===== src/rtl/pip_pkg.sv =====
// Shared constants and word types for the point-in-polygon tester.
package pip_pkg;

    localparam int MAX_VERTICES = 64;
    localparam int COORD_BITS   = 12;
    localparam int ADDR_BITS    = $clog2(MAX_VERTICES);
    localparam int CNT_BITS     = $clog2(MAX_VERTICES + 1);
    localparam int DIFF_BITS    = COORD_BITS + 1;
    localparam int PROD_BITS    = 2 * DIFF_BITS;
    localparam int VTX_BITS     = 2 * COORD_BITS;
    localparam int XING_BITS    = 6;

    localparam logic [XING_BITS-1:0] CROSS_SAT = '1;

    localparam logic [1:0] OP_CLEAR  = 2'd0;
    localparam logic [1:0] OP_APPEND = 2'd1;
    localparam logic [1:0] OP_QUERY  = 2'd2;

    typedef struct packed {
        logic [1:0]            operation;
        logic [COORD_BITS-1:0] coord_x;
        logic [COORD_BITS-1:0] coord_y;
    } in_word_t;

    typedef struct packed {
        logic                 inside_res;
        logic [XING_BITS-1:0] crossings;
        logic                 overflowed;
    } out_word_t;

endpackage


===== src/rtl/pip_ram.sv =====
// Generic single-port-write, single-port-read RAM with registered read data.
module pip_ram #(
    parameter int WIDTH = 8,
    parameter int DEPTH = 16
) (
    input  logic                     clk,
    input  logic                     we,
    input  logic [$clog2(DEPTH)-1:0] waddr,
    input  logic [WIDTH-1:0]         wdata,
    input  logic [$clog2(DEPTH)-1:0] raddr,
    output logic [WIDTH-1:0]         rdata
);

    logic [WIDTH-1:0] mem [DEPTH];

    always_ff @(posedge clk)
    begin
        if (we)
        begin
            mem[waddr] <= wdata;
        end
        rdata <= mem[raddr];
    end

endmodule


===== src/rtl/point_in_polygon_test_top.sv =====
// Top level of the point-in-polygon tester: vertex memory, edge pipeline and control.
//
// Clear and append words give no result. A query word with at least two vertices stored
// makes one vertex-memory read per vertex, then passes two pipeline stages for the
// cross-multiply and the count, and busy stays high meanwhile; with fewer vertices it
// is answered without busy. Each query result is shown for one cycle with done high
// and must be taken then.
module point_in_polygon_test_top (
    input  logic               clk,
    input  logic               rst_n,
    input  logic               start,
    output logic               busy,
    input  pip_pkg::in_word_t  cmd,
    output logic               done,
    output pip_pkg::out_word_t result
);

    localparam logic ST_IDLE = 1'b0;
    localparam logic ST_RUN  = 1'b1;

    logic                                   state_reg, state_next;
    logic [pip_pkg::CNT_BITS-1:0]           count_reg, count_next;
    logic                                   drop_reg, drop_next;
    logic [pip_pkg::CNT_BITS-1:0]           rd_idx_reg, rd_idx_next;
    logic                                   issued_reg, issued_next;
    logic                                   dat_v_reg, dat_first_reg, dat_last_reg;
    logic                                   e_v_reg, e_last_reg;
    logic [pip_pkg::CNT_BITS-1:0]           xing_reg, xing_next;
    logic                                   done_reg, done_next;
    pip_pkg::out_word_t                     result_reg, result_next;

    logic [pip_pkg::COORD_BITS-1:0]         px_reg, py_reg;
    logic [pip_pkg::VTX_BITS-1:0]           prev_reg;
    logic signed [pip_pkg::PROD_BITS-1:0]   lhs_reg, rhs_reg;
    logic                                   vert_hit_reg, oblique_reg, dy_pos_reg;

    logic                                   accept, issuing, last_issue, we;
    logic [pip_pkg::VTX_BITS-1:0]           rdata;
    logic [pip_pkg::ADDR_BITS-1:0]          raddr;
    logic [pip_pkg::COORD_BITS-1:0]         x0, y0, x1, y1, ylo, yhi;
    logic signed [pip_pkg::DIFF_BITS-1:0]   dx, dy, qy, qx;
    logic signed [pip_pkg::PROD_BITS-1:0]   lhs, rhs;
    logic                                   edge_v, hit;

    assign accept     = start && (state_reg == ST_IDLE);
    assign issuing    = (state_reg == ST_RUN) && !issued_reg;
    assign last_issue = rd_idx_reg == (count_reg - pip_pkg::CNT_BITS'(1));
    assign raddr      = rd_idx_reg[pip_pkg::ADDR_BITS-1:0];
    assign we         = accept && (cmd.operation == pip_pkg::OP_APPEND)
                        && (count_reg < pip_pkg::CNT_BITS'(pip_pkg::MAX_VERTICES));

    pip_ram #(
        .WIDTH (pip_pkg::VTX_BITS),
        .DEPTH (pip_pkg::MAX_VERTICES)
    ) u_vtx_ram (
        .clk   (clk),
        .we    (we),
        .waddr (count_reg[pip_pkg::ADDR_BITS-1:0]),
        .wdata ({cmd.coord_x, cmd.coord_y}),
        .raddr (raddr),
        .rdata (rdata)
    );

    // edge classification and cross-multiply
    always_comb
    begin
        edge_v = dat_v_reg && !dat_first_reg;
        x0     = prev_reg[pip_pkg::VTX_BITS-1:pip_pkg::COORD_BITS];
        y0     = prev_reg[pip_pkg::COORD_BITS-1:0];
        x1     = rdata[pip_pkg::VTX_BITS-1:pip_pkg::COORD_BITS];
        y1     = rdata[pip_pkg::COORD_BITS-1:0];
        ylo    = (y0 < y1) ? y0 : y1;
        yhi    = (y0 < y1) ? y1 : y0;
        dx     = $signed({1'b0, x1}) - $signed({1'b0, x0});
        dy     = $signed({1'b0, y1}) - $signed({1'b0, y0});
        qy     = $signed({1'b0, py_reg}) - $signed({1'b0, y0});
        qx     = $signed({1'b0, px_reg}) - $signed({1'b0, x0});
        lhs    = pip_pkg::PROD_BITS'(qy) * pip_pkg::PROD_BITS'(dx);
        rhs    = pip_pkg::PROD_BITS'(qx) * pip_pkg::PROD_BITS'(dy);
    end

    assign hit = vert_hit_reg
                 || (oblique_reg && (dy_pos_reg ? (lhs_reg > rhs_reg) : (lhs_reg < rhs_reg)));

    always_comb
    begin
        state_next  = state_reg;
        count_next  = count_reg;
        drop_next   = drop_reg;
        rd_idx_next = rd_idx_reg;
        issued_next = issued_reg;
        xing_next   = xing_reg;
        done_next   = 1'b0;
        result_next = result_reg;

        case (state_reg)
            ST_IDLE:
            begin
                if (accept)
                begin
                    case (cmd.operation)
                        pip_pkg::OP_CLEAR:
                        begin
                            count_next = '0;
                            drop_next  = 1'b0;
                        end
                        pip_pkg::OP_APPEND:
                        begin
                            if (we)
                                count_next = count_reg + pip_pkg::CNT_BITS'(1);
                            else
                                drop_next = 1'b1;
                        end
                        pip_pkg::OP_QUERY:
                        begin
                            if (count_reg < pip_pkg::CNT_BITS'(2))
                            begin
                                done_next              = 1'b1;
                                result_next.inside_res = 1'b0;
                                result_next.crossings  = '0;
                                result_next.overflowed = drop_reg;
                            end
                            else
                            begin
                                state_next  = ST_RUN;
                                rd_idx_next = '0;
                                issued_next = 1'b0;
                                xing_next   = '0;
                            end
                        end
                        default:
                        begin
                        end
                    endcase
                end
            end
            ST_RUN:
            begin
                if (issuing)
                begin
                    if (last_issue)
                        issued_next = 1'b1;
                    else
                        rd_idx_next = rd_idx_reg + pip_pkg::CNT_BITS'(1);
                end
                if (e_v_reg)
                begin
                    xing_next = xing_reg + pip_pkg::CNT_BITS'(hit);
                    if (e_last_reg)
                    begin
                        state_next             = ST_IDLE;
                        done_next              = 1'b1;
                        result_next.inside_res = xing_next[0];
                        result_next.crossings  =
                            (xing_next > pip_pkg::CNT_BITS'(pip_pkg::CROSS_SAT))
                            ? pip_pkg::CROSS_SAT : xing_next[pip_pkg::XING_BITS-1:0];
                        result_next.overflowed = drop_reg;
                    end
                end
            end
            default:
            begin
                state_next = ST_IDLE;
            end
        endcase
    end

    always_ff @(posedge clk or negedge rst_n)
    begin
        if (!rst_n)
        begin
            state_reg     <= ST_IDLE;
            count_reg     <= '0;
            drop_reg      <= 1'b0;
            rd_idx_reg    <= '0;
            issued_reg    <= 1'b1;
            xing_reg      <= '0;
            done_reg      <= 1'b0;
            dat_v_reg     <= 1'b0;
            dat_first_reg <= 1'b0;
            dat_last_reg  <= 1'b0;
            e_v_reg       <= 1'b0;
            e_last_reg    <= 1'b0;
        end
        else
        begin
            state_reg     <= state_next;
            count_reg     <= count_next;
            drop_reg      <= drop_next;
            rd_idx_reg    <= rd_idx_next;
            issued_reg    <= issued_next;
            xing_reg      <= xing_next;
            done_reg      <= done_next;
            dat_v_reg     <= issuing;
            dat_first_reg <= issuing && (rd_idx_reg == '0);
            dat_last_reg  <= issuing && last_issue;
            e_v_reg       <= edge_v;
            e_last_reg    <= edge_v && dat_last_reg;
        end
    end

    always_ff @(posedge clk)
    begin
        result_reg <= result_next;
        if (accept)
        begin
            px_reg <= cmd.coord_x;
            py_reg <= cmd.coord_y;
        end
        if (dat_v_reg)
            prev_reg <= rdata;
        vert_hit_reg <= (x0 == x1) && (py_reg >= ylo) && (py_reg <= yhi) && (px_reg < x0);
        oblique_reg  <= (x0 != x1) && (y0 != y1) && (py_reg > ylo) && (py_reg < yhi);
        dy_pos_reg   <= y1 > y0;
        lhs_reg      <= lhs;
        rhs_reg      <= rhs;
    end

    assign busy   = state_reg == ST_RUN;
    assign done   = done_reg;
    assign result = result_reg;

endmodule


===== config.mk =====
export PLATFORM = sky130hd
export DESIGN_NAME = point_in_polygon_test_top
export DESIGN_NICKNAME = d
export VERILOG_FILES = /design/src/rtl/pip_pkg.sv /design/src/rtl/pip_ram.sv /design/src/rtl/point_in_polygon_test_top.sv
export SDC_FILE = /design/constraint.sdc
export NUM_CORES = 2
export LEC_CHECK = 0
export ABC_CLOCK_PERIOD_IN_PS = 9000
export BUFFER_PORTS_ARGS = -buffer_cell sky130_fd_sc_hd__clkbuf_2
export CAP_MARGIN = 40
export CORE_MARGIN = 4
export CORE_UTILIZATION = 45
export CTS_CLUSTER_DIAMETER = 120
export CTS_CLUSTER_SIZE = 20
export DETAILED_ROUTE_END_ITERATION = 8
export PLACE_DENSITY = 0.68
export SYNTH_ARGS = -nofsm -noshare
export SYNTH_HDL_FRONTEND = slang
export SYNTH_SLANG_ARGS = --single-unit

===== constraint.sdc =====
create_clock -name clk -period 9 [get_ports clk]
set_input_delay 0.45 -clock clk [delete_from_list [all_inputs] [get_ports clk]]
set_output_delay 0.45 -clock clk [all_outputs]
set_load 0.01 [all_outputs]

==> metrics.md <==
| Metric | Value |
|---|---|
| Outcome | `completed` |
| Global-route wire length before repair | `286000 um` |
| Starting Density | `45.3%` |
| Worst hold slack | `0.0969 ns` |
| Synth cell types | `79` |
| Total grt overflow | `0` |
| Avg Inst Size Synth | `17.5 sq um` |
| DP HPWL | `123000 um` |
| Static leakage | `30.5 nW` |
| Layout area overhead | `9.34%` |
| Post-route DRC violation count | `0` |
| Commonest non-fill, non-tap cell in the layout | `edfxtp_1` |
| Async S/R FF share, synth | `1.76%` |
| Pins Over Slew Limit | `0` |
| Routed WL | `193000 um` |
| CP Capture Type | `flip-flop` |
| CP dominant cell by count | `fa_1` |
| Sequential area share after synthesis | `62.7%` |
| Hold-fix buffers, CTS | `1` |
| Hold violation total from the final report | `0` |
| Setup violators final | `0` |
| Total Routing Usage GR | `21.0%` |
| Mapped Cells | `4559` |
| Minimum clock period | `8.14 ns` |
| Number of gates resized after CTS | `0` |
| CP arrival | `8.77 ns` |
| Critical path's top delay family | `adder cells` |
| Final setup TNS | `0 ns` |
| Max FO, Critical Path | `7` |
| Max cap viols | `0` |
| Placement row count | `154` |
| Post-DR wirelength/cell | `27.2 um` |
| Share of cells above drive strength 1 | `18.9%` |
| DRT antenna net count | `0` |
| CP required | `9.63 ns` |
| IO Pins | `39` |
| Leading cell types in the layout, fill and taps excluded | `edfxtp_1, mux4_2, inv_1` |
| Yosys warns | `0` |
| Worst-Skew Late Latency | `0.75 ns` |
| Gpl congestion | `0.877` |
| Startpoint Class | `flip-flop` |
| Yosys top cell area share | `59.8%` |
| Clock Pin Slew Worst Setup and Hold Paths | `0.09 ns` |
| Largest net degree at the start of global routing | `159` |
| DR pass1 iterations | `6` |
| Vias in the first global route | `42300` |
| Initial DRC count | `4739` |
| Pwr/cell area | `291 nW/um^2` |
| RSZ-0062 raised after global routing | `false` |
| Root Driver | `clkbuf_16` |
| Post-synth EDFFs | `1592` |
| Syn Nets | `5154` |
| NumNets Final | `5274` |
| Max reg flops | `1536` |
| Critical path class | `reg -> reg` |
| CTS tree | `yes` |
| Initial antenna violation count | `17` |
| Post-synth top area cell | `edfxtp_1` |
| Peak per-stage delay on the critical path | `0.55 ns` |
| Post-synthesis register bit count | `1701` |
| Via count | `41100` |
| FILL cells | `14500` |
| Measured slew at the worst slew-check pin | `1.12 ns` |
| Hold Crit Class | `in -> reg` |
| Clock H-tree levels | `3` |
| CP max stage cell | `a311oi_1` |
| Die Wd | `430 um` |
| Max Freq | `123 MHz` |
| Via density | `5.80` |
| Worst vdd ir | `532 uV` |
| Clock Sinks | `1701` |
| Ys flop type | `edfxtp_1` |
| Clock tree buffer depth | `3` |
| Post-CTS Setup Inserts | `0` |
| Top cells by area, synth | `edfxtp_1, mux4_2, fa_1` |
| Synth Cell Area | `80000 sq um` |
| Clk_skew | `0.0389 ns` |
| I/O Buffers | `38` |
| Part of the cycle the worst path needs | `90.4%` |
| Worst slew margin | `25.5%` |
| Die Area | `185000 sq um` |
| Core ar. | `176000 sq um` |
| Vert. Die Dim | `430 um` |
| TritonCTS buffer count | `97` |
| Critical path buffers and inverters | `4` |
## stage by stage
stage	cells	utilization, %	instance area (sq um)	worst slack (ns)	power (mW)
6_report	7084	49.6	87500	0.860	25.5
2_1_floorplan	4559	-	80000	1.48	18.1
5_1_grt	7077	49.6	87500	0.446	27.6
3_3_place_gp	6874	47.4	83600	1.14	21.0
3_5_place_dp	6919	48.0	84700	0.919	21.1
4_1_cts	7075	49.6	87500	0.911	25.7
## power by group
part / leakage (nW) / internal (mW) / switching, mW
Sequential: 15.3 / 8.96 / 0.0998
Combinational: 13.8 / 5.12 / 6.76
Clock: 1.33 / 2.04 / 2.52
Total: 30.5 / 16.1 / 9.38
## cell families (layout without fill, tap and decap cells)
family	count (synthesis)	count (layout)	share of synthesized area, %
adders and majority gates	566	566	11.9
xor gates and xnor gates	123	123	1.35
other	0	9	0
AOI/OAI and AO/OA	324	324	2.67
muxes	529	529	14.3
DFF	1701	1701	62.7
and+or+nand+nor	700	700	4.02
buffers and inverters	616	792	3.01
## layer usage
metal | vias up | track usage, % | routed length (um)
met2 | 1689 | 34.3 | 94300
met1 | 21700 | 29.4 | 77100
met5 | - | 0 | 0
met3 | 244 | 3.24 | 15000
li1 | 17400 | - | -
met4 | 0 | 6.32 | 6320
## final timing paths
| path | startpoint | to | slack, ns | cells past startpoint |
|---|---|---|---|---|
| max | prev_reg[12] | rhs_reg[25] | 0.86 | 27 |
| min | cmd[24] | count_reg[1] | 0.1 | 3 |
| max reg2reg | prev_reg[12] | rhs_reg[25] | 0.86 | 27 |
| min reg2reg | dat_first_reg | e_v_reg | 0.41 | 1 |
| max in group asynchronous | rst_n | issued_reg | 8.32 | 3 |
| min in group asynchronous | rst_n | rd_idx_reg[2] | 0.22 | 2 |
## cell type report
type	instances	area [sq um]	share of cell area (%)
clock inverters	12	193	0.220
well taps	2340	2930	3.35
multi-input cells	2242	27800	31.8
inverters	444	1670	1.91
flip-flops and latches	1701	50200	57.3
repair buffers	193	2130	2.43
clock buffers	143	2600	2.97
diodes	9	22.5	0.0257
## cell usage after synthesis (47+ instances only)
library cell and instances:
nand2_1 210, nor2_1 237, dfxtp_1 79, edfxtp_1 1592
o21ai_0 47, xnor2_1 81, fa_1 330, a21oi_1 91
inv_1 443, clkbuf_1 101, mux4_2 493, ha_1 236
## worst register-to-register path, stage by stage (launching register included)
cell and delay [ns]:
edfxtp_1 0.42, ha_1 0.23, fa_1 0.44, nor2b_1 0.13, o21ai_1 0.08, a21boi_1 0.42, o21ai_1 0.20, a21o_1 0.24
a311oi_1 0.55, nor2_1 0.13, fa_1 0.53, inv_1 0.05, fa_1 0.50, inv_1 0.06, fa_1 0.52, fa_1 0.53
fa_1 0.50, inv_1 0.05, fa_1 0.50, inv_1 0.04, ha_1 0.32, nand4_1 0.13, a211oi_1 0.06, a221oi_1 0.50
a21oi_1 0.16, o41a_1 0.37, and3_1 0.18, nor3_1 0.19
(Power assumes the default switching activity.)
